## src/hdl/psel_pkg.sv

```systemverilog
// ----------------------------------------------------------------------------
// psel_pkg
// Shared codes and the command and status bundles of the patch slot selector.
// ----------------------------------------------------------------------------
`default_nettype none

package psel_pkg;

  localparam int SLOTS_DEF = 32;

  // configuration register index
  localparam int CFG_IDX_W = 1;
  localparam logic [CFG_IDX_W-1:0] CFG_ERASE_ALL = 1'b0;
  localparam logic [CFG_IDX_W-1:0] CFG_ERASE_CUR = 1'b1;

  localparam logic [6:0] ERASE_ALL_RST = 7'd127;
  localparam logic [6:0] ERASE_CUR_RST = 7'd1;

  // item functions
  localparam logic [2:0] FUNC_SWITCH = 3'd0;
  localparam logic [2:0] FUNC_SAVE   = 3'd1;
  localparam logic [2:0] FUNC_COPY   = 3'd2;
  localparam logic [2:0] FUNC_ERASE  = 3'd3;
  localparam logic [2:0] FUNC_LOAD   = 3'd4;

  // reported actions
  localparam logic [2:0] ACT_NONE    = 3'd0;
  localparam logic [2:0] ACT_LOAD    = 3'd1;
  localparam logic [2:0] ACT_DEFAULT = 3'd2;
  localparam logic [2:0] ACT_EMPTY   = 3'd3;
  localparam logic [2:0] ACT_PROMPT  = 3'd4;
  localparam logic [2:0] ACT_SHOW    = 3'd5;
  localparam logic [2:0] ACT_NOFREE  = 3'd6;
  localparam logic [2:0] ACT_SAVED   = 3'd7;

  typedef struct packed {
    logic       latch;
    logic       search_start;
    logic       search_free;
    logic       search_up;
    logic       search_step;
    logic       set_pending;
    logic       prompt;
    logic       move;
    logic       confirm;
    logic       cancel;
    logic       save;
    logic       erase_all;
    logic       erase_cur;
    logic       load_entry;
    logic       rd_cur;
    logic       copy_wr;
    logic       rd_rep;
    logic       out_load;
    logic [2:0] act;
  } cmd_t;

  typedef struct packed {
    logic [2:0] func;
    logic       conflict;
    logic       down;
    logic       awaiting;
    logic       dirty;
    logic       ev_all;
    logic       ev_cur;
    logic       search_done;
    logic       search_hit;
  } status_t;

endpackage

`default_nettype wire

```

## src/hdl/patch_slot_selector_core.sv

```systemverilog
// ----------------------------------------------------------------------------
// patch_slot_selector_core
// Patch slot table with wraparound slot search, save prompt and table edits.
// ----------------------------------------------------------------------------
// usage:
//   an item word is taken at a clock edge with start high and busy low; busy
//   stays high until the result goes out. each item gives one result word,
//   shown for one cycle with done high; the receiver cannot stall it.
//   configuration writes use cfg_valid/cfg_ready (ready is always high),
//   cfg_index 0 sets the erase-all code and 1 the erase-current code; write
//   them only while busy is low.
// sequence:
//   after the accepting edge an item passes the decode state, the slot walk
//   for switch, copy and erase-current items (one slot per cycle through the
//   walker), the table read and write of a copy, then the table read and the
//   output state before done rises. busy falls with done, so a new item can be
//   taken in the done cycle.
// reset:
//   synchronous rst clears all slots (per-slot valid bits, no clearing pass),
//   current and pending slot, the confirm flag and the header flag, and loads
//   the erase codes with 127 and 1.
// ----------------------------------------------------------------------------
`default_nettype none

module patch_slot_selector_core #(
  parameter int SLOTS = psel_pkg::SLOTS_DEF
) (
  input  wire logic                           clk,
  input  wire logic                           rst,
  input  wire logic                           start,
  output logic                                busy,
  input  wire logic [2:0]                     func,
  input  wire logic                           down_edge,
  input  wire logic                           up_edge,
  input  wire logic                           dirty,
  input  wire logic [6:0]                     erase_value,
  input  wire logic [7:0]                     msg_count,
  input  wire logic [15:0]                    patch_sum,
  input  wire logic [4:0]                     slot_index,
  input  wire logic                           header_ok,
  output logic                                done,
  output logic [2:0]                          action,
  output logic [4:0]                          patch_number,
  output logic [7:0]                          slot_count,
  output logic [15:0]                         slot_sum,
  input  wire logic                           cfg_valid,
  output logic                                cfg_ready,
  input  wire logic [psel_pkg::CFG_IDX_W-1:0] cfg_index,
  input  wire logic [6:0]                     cfg_data
);
  import psel_pkg::*;

  cmd_t    cmd;
  status_t status;

  assign cfg_ready = 1'b1;

  psel_ctrl u_ctrl (
    .clk    (clk),
    .rst    (rst),
    .start  (start),
    .busy   (busy),
    .status (status),
    .cmd    (cmd)
  );

  psel_datapath #(
    .SLOTS (SLOTS)
  ) u_datapath (
    .clk          (clk),
    .rst          (rst),
    .cmd          (cmd),
    .status       (status),
    .func         (func),
    .down_edge    (down_edge),
    .up_edge      (up_edge),
    .dirty        (dirty),
    .erase_value  (erase_value),
    .msg_count    (msg_count),
    .patch_sum    (patch_sum),
    .slot_index   (slot_index),
    .header_ok    (header_ok),
    .cfg_we       (cfg_valid && cfg_ready),
    .cfg_index    (cfg_index),
    .cfg_data     (cfg_data),
    .done         (done),
    .action       (action),
    .patch_number (patch_number),
    .slot_count   (slot_count),
    .slot_sum     (slot_sum)
  );

endmodule

`default_nettype wire

```

## src/hdl/psel_datapath.sv

```systemverilog
// ----------------------------------------------------------------------------
// psel_datapath
// Slot table, current/pending slot registers, slot walker and result register.
// ----------------------------------------------------------------------------
`default_nettype none

module psel_datapath #(
  parameter int SLOTS = psel_pkg::SLOTS_DEF
) (
  input  wire logic                           clk,
  input  wire logic                           rst,
  input  wire psel_pkg::cmd_t                 cmd,
  output psel_pkg::status_t                   status,
  input  wire logic [2:0]                     func,
  input  wire logic                           down_edge,
  input  wire logic                           up_edge,
  input  wire logic                           dirty,
  input  wire logic [6:0]                     erase_value,
  input  wire logic [7:0]                     msg_count,
  input  wire logic [15:0]                    patch_sum,
  input  wire logic [4:0]                     slot_index,
  input  wire logic                           header_ok,
  input  wire logic                           cfg_we,
  input  wire logic [psel_pkg::CFG_IDX_W-1:0] cfg_index,
  input  wire logic [6:0]                     cfg_data,
  output logic                                done,
  output logic [2:0]                          action,
  output logic [4:0]                          patch_number,
  output logic [7:0]                          slot_count,
  output logic [15:0]                         slot_sum
);
  import psel_pkg::*;

  localparam int SW = (SLOTS > 1) ? $clog2(SLOTS) : 1;
  localparam logic [SW-1:0] LAST = SW'(SLOTS - 1);

  // latched item
  logic [2:0]  func_q;
  logic        down_q;
  logic        up_q;
  logic        dirty_q;
  logic [6:0]  ev_q;
  logic [7:0]  cnt_q;
  logic [15:0] sum_q;
  logic [4:0]  idx_q;
  logic        hok_q;

  logic [6:0]  erase_all_code;
  logic [6:0]  erase_cur_code;

  logic [SW-1:0]    cur;
  logic [SW-1:0]    pending;
  logic             awaiting;
  logic             hv;
  logic [SLOTS-1:0] valid;
  logic [SLOTS-1:0] occ;

  logic [SW-1:0] walker;
  logic          search_up_q;
  logic          search_free_q;
  logic          match;

  logic [23:0]   mem [SLOTS];
  logic [23:0]   rd_data;
  logic          rd_valid;
  logic          rd_en;
  logic [SW-1:0] rd_addr;
  logic          wr_en;
  logic [SW-1:0] wr_addr;
  logic [23:0]   wr_data;
  logic [23:0]   eff_data;

  logic [SW-1:0] rep;
  logic [SW-1:0] rep_q;
  logic [2:0]    act_q;
  logic [2:0]    load_act;

  logic [SW+4:0] idx_ext;
  logic [SW-1:0] idx_w;
  logic          load_ok;
  logic [SW+4:0] rep_ext;

  function automatic logic [SW-1:0] step_slot(input logic [SW-1:0] n, input logic up);
    logic [SW-1:0] r;
    if (up) begin
      r = (n == LAST) ? '0 : n + SW'(1);
    end else begin
      r = (n == '0) ? LAST : n - SW'(1);
    end
    return r;
  endfunction

  assign idx_ext = {{SW{1'b0}}, idx_q};
  assign idx_w   = idx_ext[SW-1:0];
  assign load_ok = hok_q && ({27'd0, idx_q} < 32'(SLOTS));

  assign match = search_free_q ? !occ[walker] : occ[walker];

  assign status.func        = func_q;
  assign status.conflict    = (down_q == up_q);
  assign status.down        = down_q;
  assign status.awaiting    = awaiting;
  assign status.dirty       = dirty_q;
  assign status.ev_all      = (ev_q == erase_all_code);
  assign status.ev_cur      = (ev_q == erase_cur_code);
  assign status.search_done = (walker == cur) || match;
  assign status.search_hit  = (walker != cur) && match;

  assign rep      = (cmd.act == ACT_PROMPT) ? pending : cur;
  assign load_act = !hv ? ACT_DEFAULT : (occ[rep] ? ACT_LOAD : ACT_EMPTY);
  assign eff_data = rd_valid ? rd_data : 24'd0;

  // table port selection
  always_comb begin
    rd_en   = cmd.rd_cur || cmd.rd_rep;
    rd_addr = cmd.rd_rep ? rep : cur;
    wr_en   = 1'b0;
    wr_addr = cur;
    wr_data = {cnt_q, sum_q};
    if (cmd.save) begin
      wr_en = 1'b1;
    end else if (cmd.load_entry && load_ok) begin
      wr_en   = 1'b1;
      wr_addr = idx_w;
    end else if (cmd.copy_wr) begin
      wr_en   = 1'b1;
      wr_addr = walker;
      wr_data = eff_data;
    end
  end

  always_ff @(posedge clk) begin
    if (wr_en) begin
      mem[wr_addr] <= wr_data;
    end
    if (rd_en) begin
      rd_data  <= mem[rd_addr];
      rd_valid <= valid[rd_addr];
    end
  end

  always_ff @(posedge clk) begin
    if (cmd.latch) begin
      func_q  <= func;
      down_q  <= down_edge;
      up_q    <= up_edge;
      dirty_q <= dirty;
      ev_q    <= erase_value;
      cnt_q   <= msg_count;
      sum_q   <= patch_sum;
      idx_q   <= slot_index;
      hok_q   <= header_ok;
    end
    if (cmd.search_start) begin
      walker        <= step_slot(cur, cmd.search_up);
      search_up_q   <= cmd.search_up;
      search_free_q <= cmd.search_free;
    end else if (cmd.search_step) begin
      walker <= step_slot(walker, search_up_q);
    end
    if (cmd.rd_rep) begin
      rep_q <= rep;
      act_q <= (cmd.act == ACT_LOAD) ? load_act : cmd.act;
    end
    if (cmd.out_load) begin
      action       <= act_q;
      patch_number <= rep_ext[4:0];
      slot_count   <= eff_data[23:16];
      slot_sum     <= eff_data[15:0];
    end
  end

  assign rep_ext = {5'd0, rep_q};

  always_ff @(posedge clk) begin
    if (rst) begin
      erase_all_code <= ERASE_ALL_RST;
      erase_cur_code <= ERASE_CUR_RST;
    end else if (cfg_we) begin
      case (cfg_index)
        CFG_ERASE_ALL: erase_all_code <= cfg_data;
        CFG_ERASE_CUR: erase_cur_code <= cfg_data;
        default: ;
      endcase
    end
  end

  always_ff @(posedge clk) begin
    if (rst) begin
      cur      <= '0;
      pending  <= '0;
      awaiting <= 1'b0;
      hv       <= 1'b0;
      valid    <= '0;
      occ      <= '0;
      done     <= 1'b0;
    end else begin
      done <= cmd.out_load;
      if (cmd.erase_all) begin
        valid <= '0;
        occ   <= '0;
        hv    <= 1'b0;
        cur   <= '0;
      end else if (cmd.erase_cur) begin
        valid[cur] <= 1'b0;
        occ[cur]   <= 1'b0;
        hv         <= 1'b1;
      end else if (cmd.save) begin
        valid[cur] <= 1'b1;
        occ[cur]   <= (cnt_q != 8'd0);
        hv         <= 1'b1;
      end else if (cmd.load_entry && load_ok) begin
        valid[idx_w] <= 1'b1;
        occ[idx_w]   <= (cnt_q != 8'd0);
        hv           <= 1'b1;
      end else if (cmd.copy_wr) begin
        valid[walker] <= 1'b1;
        occ[walker]   <= (eff_data[23:16] != 8'd0);
        cur           <= walker;
      end
      if (cmd.set_pending) begin
        pending <= walker;
      end
      if (cmd.prompt) begin
        awaiting <= 1'b1;
      end
      if (cmd.move) begin
        cur <= walker;
      end
      if (cmd.confirm) begin
        cur      <= pending;
        awaiting <= 1'b0;
      end
      if (cmd.cancel) begin
        awaiting <= 1'b0;
      end
    end
  end

endmodule

`default_nettype wire

```

## src/hdl/psel_ctrl.sv

```systemverilog
// ----------------------------------------------------------------------------
// psel_ctrl
// Sequencer: decodes an item, runs the slot walk, copy, table read and result.
// ----------------------------------------------------------------------------
`default_nettype none

module psel_ctrl (
  input  wire logic              clk,
  input  wire logic              rst,
  input  wire logic              start,
  output logic                   busy,
  input  wire psel_pkg::status_t status,
  output psel_pkg::cmd_t         cmd
);
  import psel_pkg::*;

  localparam logic [2:0] S_IDLE    = 3'd0;
  localparam logic [2:0] S_DECODE  = 3'd1;
  localparam logic [2:0] S_SEARCH  = 3'd2;
  localparam logic [2:0] S_COPY_RD = 3'd3;
  localparam logic [2:0] S_COPY_WR = 3'd4;
  localparam logic [2:0] S_READ    = 3'd5;
  localparam logic [2:0] S_OUT     = 3'd6;

  logic [2:0] state;
  logic [2:0] state_next;
  logic [2:0] act;
  logic [2:0] act_next;

  assign busy = (state != S_IDLE);

  always_comb begin
    cmd        = '0;
    state_next = state;
    act_next   = act;
    case (state)
      S_IDLE: begin
        if (start) begin
          cmd.latch  = 1'b1;
          state_next = S_DECODE;
        end
      end
      S_DECODE: begin
        state_next = S_READ;
        act_next   = ACT_NONE;
        case (status.func)
          FUNC_SWITCH: begin
            if (status.conflict) begin
              act_next = ACT_NONE;
            end else if (!status.awaiting) begin
              cmd.search_start = 1'b1;
              cmd.search_up    = !status.down;
              state_next       = S_SEARCH;
            end else if (status.down) begin
              cmd.confirm = 1'b1;
              act_next    = ACT_LOAD;
            end else begin
              cmd.cancel = 1'b1;
              act_next   = ACT_SHOW;
            end
          end
          FUNC_SAVE: begin
            cmd.save = 1'b1;
            act_next = ACT_SAVED;
          end
          FUNC_COPY: begin
            cmd.search_start = 1'b1;
            cmd.search_free  = 1'b1;
            cmd.search_up    = 1'b1;
            state_next       = S_SEARCH;
          end
          FUNC_ERASE: begin
            if (status.ev_all) begin
              cmd.erase_all = 1'b1;
              act_next      = ACT_LOAD;
            end else if (status.ev_cur) begin
              // walk starts beside the slot being cleared
              cmd.erase_cur    = 1'b1;
              cmd.search_start = 1'b1;
              state_next       = S_SEARCH;
            end
          end
          FUNC_LOAD: begin
            cmd.load_entry = 1'b1;
          end
          default: ;
        endcase
      end
      S_SEARCH: begin
        if (!status.search_done) begin
          cmd.search_step = 1'b1;
        end else begin
          state_next = S_READ;
          case (status.func)
            FUNC_SWITCH: begin
              if (status.search_hit) begin
                cmd.set_pending = 1'b1;
                if (status.dirty) begin
                  cmd.prompt = 1'b1;
                  act_next   = ACT_PROMPT;
                end else begin
                  cmd.move = 1'b1;
                  act_next = ACT_LOAD;
                end
              end else begin
                act_next = ACT_NONE;
              end
            end
            FUNC_COPY: begin
              if (status.search_hit) begin
                state_next = S_COPY_RD;
              end else begin
                act_next = ACT_NOFREE;
              end
            end
            default: begin
              cmd.move = status.search_hit;
              act_next = ACT_LOAD;
            end
          endcase
        end
      end
      S_COPY_RD: begin
        cmd.rd_cur = 1'b1;
        state_next = S_COPY_WR;
      end
      S_COPY_WR: begin
        cmd.copy_wr = 1'b1;
        act_next    = ACT_SHOW;
        state_next  = S_READ;
      end
      S_READ: begin
        cmd.rd_rep = 1'b1;
        cmd.act    = act;
        state_next = S_OUT;
      end
      S_OUT: begin
        cmd.out_load = 1'b1;
        state_next   = S_IDLE;
      end
      default: begin
        state_next = S_IDLE;
      end
    endcase
  end

  always_ff @(posedge clk) begin
    if (rst) begin
      state <= S_IDLE;
      act   <= ACT_NONE;
    end else begin
      state <= state_next;
      act   <= act_next;
    end
  end

  a_search_ends: assert property (@(posedge clk) disable iff (rst)
    (state == S_SEARCH && status.search_done) |=> (state != S_SEARCH))
    else $error("slot walk did not stop when done");

  a_search_entry: assert property (@(posedge clk) disable iff (rst)
    (state == S_SEARCH) |-> ($past(state) == S_DECODE || $past(state) == S_SEARCH))
    else $error("slot walk entered from wrong state");

  a_accept: assert property (@(posedge clk) disable iff (rst)
    (start && state == S_IDLE) |=> (state == S_DECODE && $past(cmd.latch)))
    else $error("accepted word not latched");

  a_out_once: assert property (@(posedge clk) disable iff (rst)
    cmd.out_load |=> (state == S_IDLE && !cmd.out_load))
    else $error("result issued twice");

endmodule

`default_nettype wire

```

## config.mk

```make
export PLATFORM = sky130hd
export DESIGN_NAME = patch_slot_selector_core
export DESIGN_NICKNAME = d
export VERILOG_FILES = /design/src/hdl/psel_pkg.sv /design/src/hdl/patch_slot_selector_core.sv /design/src/hdl/psel_datapath.sv /design/src/hdl/psel_ctrl.sv
export SDC_FILE = /design/constraint.sdc
export NUM_CORES = 1
export LEC_CHECK = 0
export BUFFER_PORTS_ARGS = -buffer_cell sky130_fd_sc_hd__buf_2
export CAP_MARGIN = 15
export CORE_MARGIN = 5
export CORE_UTILIZATION = 40
export DETAILED_ROUTE_END_ITERATION = 7
export GPL_TIMING_DRIVEN = 0
export PLACE_DENSITY = 0.64
export SYNTH_ARGS = -nofsm -noshare
export SYNTH_HDL_FRONTEND = slang
export SYNTH_SLANG_ARGS = --single-unit
```

## constraint.sdc

```tcl
create_clock -name clk -period 4.8 [get_ports clk]
set_input_delay 0.72 -clock clk [delete_from_list [all_inputs] [get_ports clk]]
set_output_delay 0.72 -clock clk [all_outputs]
set_load 0.05 [all_outputs]
```

==> flow_metrics.py <==
metrics = {
    "status": {
        "status": "finished with violations",
        "violations": "DRC",
    },
    "routing": {
        "wl_um": 129000,
        "route.detailed.drc": 21,
        "ant_nets": 0,
        "num_vias": 29200,
        "routedWlPerCell_um": 25.6,
        "drt_iter0_drc": 4009,
        "routed_via_density": 5.80,
        "dr.pass1.iters": 8,
    },
    "timing": {
        "grt_setup_unrepaired": "no",
        "clock_skew_ps": 30.7,
        "timing.hold.ws_ps": 213,
        "fin_tns_setup_ps": 0,
        "worst_slew_pin_slew_ps": 1190,
        "layout_min_cycle_time_ps": 4510,
        "fin_crit_sh_pct": 93.9,
        "fmax_mhz": 222,
        "finalHoldViolations": 0,
        "setup_viol": 0,
        "slew_violations": 0,
        "max_slew_margin_pct": 20.1,
    },
    "floorplan": {
        "rows": 118,
        "initial_utilization_pct": 40.3,
        "fp.dieW_um": 333,
        "ioPinCount": 90,
        "die_y_um": 333,
        "dieArea_mm2": 0.111,
        "core-area_mm2": 0.104,
    },
    "cts": {
        "htreeDepth": 3,
        "cts.clk_slew.worst_paths_ps": 70,
        "cts-root-buf": "clkbuf_16",
        "cts.path.max_buffers": 3,
        "cts_hold_buf": 0,
        "clk_latency_ps": 680,
        "clock_sinks": 980,
        "cts_tree": "built",
        "cts_buffers": 99,
    },
    "finish": {
        "final-instance-count-excl-fill": 5032,
        "finalNetCount": 3641,
        "antennaDiodeCount": 0,
        "multi_input_area_mm2": 0.0124,
        "register_area_mm2": 0.0285,
        "layout-drive-gt1-share_pct": 12.8,
        "area_growth_syn_to_layout_pct": 15.8,
        "fill_cells": 9132,
    },
    "synthesis": {
        "synth_area_leader_cell": "edfxtp_1",
        "synth_commonest_cells": "edfxtp_1 (883), nand2_1 (778), nand3_1 (274)",
        "synthArstFlopShare_pct": 0,
        "syn_nets": 3405,
        "synth_cell_type_count": 73,
        "synth_area_mm2": 0.0418,
        "avgSynthCellArea_um2": 12.5,
        "synth-edff-count": 883,
        "synth_cells": 3340,
        "seq_area_frac_synth_pct": 68.1,
        "yosysWarnings": 0,
        "synth_most_common_cell": "edfxtp_1",
        "ys_ff_latch": 980,
        "synthTopCellsByArea": "edfxtp_1 (63%), nand2_1 (7.0%), dfxtp_1 (4.6%)",
        "yosys_most_used_dff": "edfxtp_1",
        "yosysTopAreaCellShare_pct": 63.4,
    },
    "place": {
        "io_buffer_count": 86,
        "post-place-cells": 4831,
        "place_congestion": 0.938,
        "hpwlAfterDp_um": 91400,
    },
    "power": {
        "p_leak_nw": 16.1,
        "power.density_mw_per_mm2": 405,
        "power_mw": 19.6,
        "peakVddDrop_uv": 304,
    },
    "grt": {
        "gr-total-overflow": 0,
        "antenna_found_initial": 3,
        "grt_pass1_wl_um": 184000,
        "grt_max_degree": 35,
        "track_usage_pct": 22.2,
        "grt_pass1_vias": 27283,
    },
    "setup_path": {
        "startpoint_type": "register",
        "critical_path_arrival_ps": 4890,
        "required_ps": 5180,
        "crit_type": "register to register",
        "endpoint_kind": "register",
        "cp_max_fo": 13,
    },
    "job": {
        "drv_cap": 0,
    },
    "hold_path": {
        "hold_path_class": "input pin to register",
    },
}
## worst max-delay path, stage by stage, from the launching register on
cell and delay, ps:
dfxtp_1 310, buf_2 180, and3b_1 170, buf_4 220, nand3_4 170, mux2i_4 240
buf_12 180, inv_2 330, clkbuf_1 890, clkbuf_1 770, a311oi_1 220, a31oi_1 380
a221oi_2 130
## power breakdown
part           internal [mW]  switching (mW)  total (mW)  leakage (nW)
registers               9.67          0.0645        9.73          8.77
clock network           4.46            3.25        7.71          1.57
logic                  0.633            1.50        2.14          5.72
total                   14.8            4.82        19.6          16.1
## flip-flops by register name, indices dropped and copies added, names as in the netlist, 3 cells and up
name	flops
u_datapath.erase_cur_code	7
u_ctrl.state	3
u_ctrl.act	3
u_datapath.walker	5
u_datapath.pending	5
u_datapath.rep_q	5
u_datapath.func_q	3
u_datapath.ev_q	7
u_datapath.cnt_q	8
u_datapath.occ	32
u_datapath.cur	5
u_datapath.patch_number	5
u_datapath.act_q	3
u_datapath.action	3
u_datapath.erase_all_code	7
u_datapath.valid	32
u_datapath.idx_q	5
u_datapath.mem	768
u_datapath.sum_q	16
u_datapath.rd_data	24
u_datapath.slot_count	8
u_datapath.slot_sum	16
## logic make-up (layout without fill, tap and decap cells)
group	Yosys count	count (layout)	share of synthesized area (%)
mux	163	163	4.78
compound gates	455	455	8.42
xor+xnor	24	24	0.503
fa+ha+maj	10	10	0.299
simple gates	1439	1440	15.1
other cells	1	1	0.00897
flops	980	980	68.1
buf+inv	268	579	2.81
## repair_timing
item / in CTS / in global routing
setup endpoints to repair: 0 / 155
buffers inserted: 0 / 7
gates resized for setup: 0 / 2
## metal layers
| layer | global-route usage, % | up-vias | wire, um |
|---|---|---|---|
| met3 | 4.35 | 243 | 12200 |
| li1 | - | 12954 | - |
| met4 | 5.78 | 0 | 3790 |
| met2 | 34.3 | 1530 | 57900 |
| met5 | 0 | - | 0 |
| met1 | 32.3 | 14473 | 55100 |
## per-stage QoR
step / cell area (um2) / util, % / setup WS (ps)
detailed placement: 44700 / 43.1 / 117
floorplan: 41800 / - / 1070
global placement: 44000 / 42.4 / -808
CTS: 47900 / 46.2 / 90.9
finish: 48400 / 46.7 / 293
global route: 48400 / 46.7 / 205
## path summary, 6_finish.rpt
| kind | start | end | slack [ps] | cells past startpoint |
|---|---|---|---|---|
| setup / recovery | u_ctrl.state[2]$_SDFFE_PP0P_ | u_datapath.rd_data[21]$_DFFE_PP_ | 290 | 12 |
| hold / removal | dirty | u_datapath.dirty_q$_DFFE_PP_ | 210 | 1 |
| setup reg to reg | u_ctrl.state[2]$_SDFFE_PP0P_ | u_datapath.rd_data[21]$_DFFE_PP_ | 290 | 12 |
| hold reg to reg | u_datapath.act_q[2]$_SDFFCE_PP0N_ | u_datapath.action[2]$_DFFE_PP_ | 420 | 0 |
## layout by cell type, fill, tap and decap left out, types with 15 or more instances in the layout
master / instances
a22oi_1: 40
nand3_1: 274
a32o_1: 24
nor3_1: 40
a31oi_1: 56
buf_16: 29
nor2_2: 17
clkbuf_1: 144
a222oi_1: 26
dfxtp_1: 97
buf_2: 145
a21oi_1: 58
o21ai_0: 50
mux4_2: 27
nor2b_1: 18
and2_1: 36
and3_1: 57
edfxtp_1: 883
nor2_1: 133
clkinv_2: 23
nor2_4: 18
clkinv_1: 15
a221oi_2: 20
nand2b_1: 21
mux2i_1: 131
nand2_1: 778
a311oi_1: 51
a221oi_1: 28
clkbuf_16: 101
buf_1: 25
inv_1: 35
## area by class of cell
cell class | instances | area share (%)
sequential | 980 | 58.8
multi-input combinational | 2093 | 25.6
clock buffer | 120 | 5.40
tap | 1380 | 3.57
timing repair buffer | 134 | 3.06
buffer | 229 | 2.13
clock inverter | 57 | 1.19
inverter | 39 | 0.302
(Power assumes the default switching activity.)
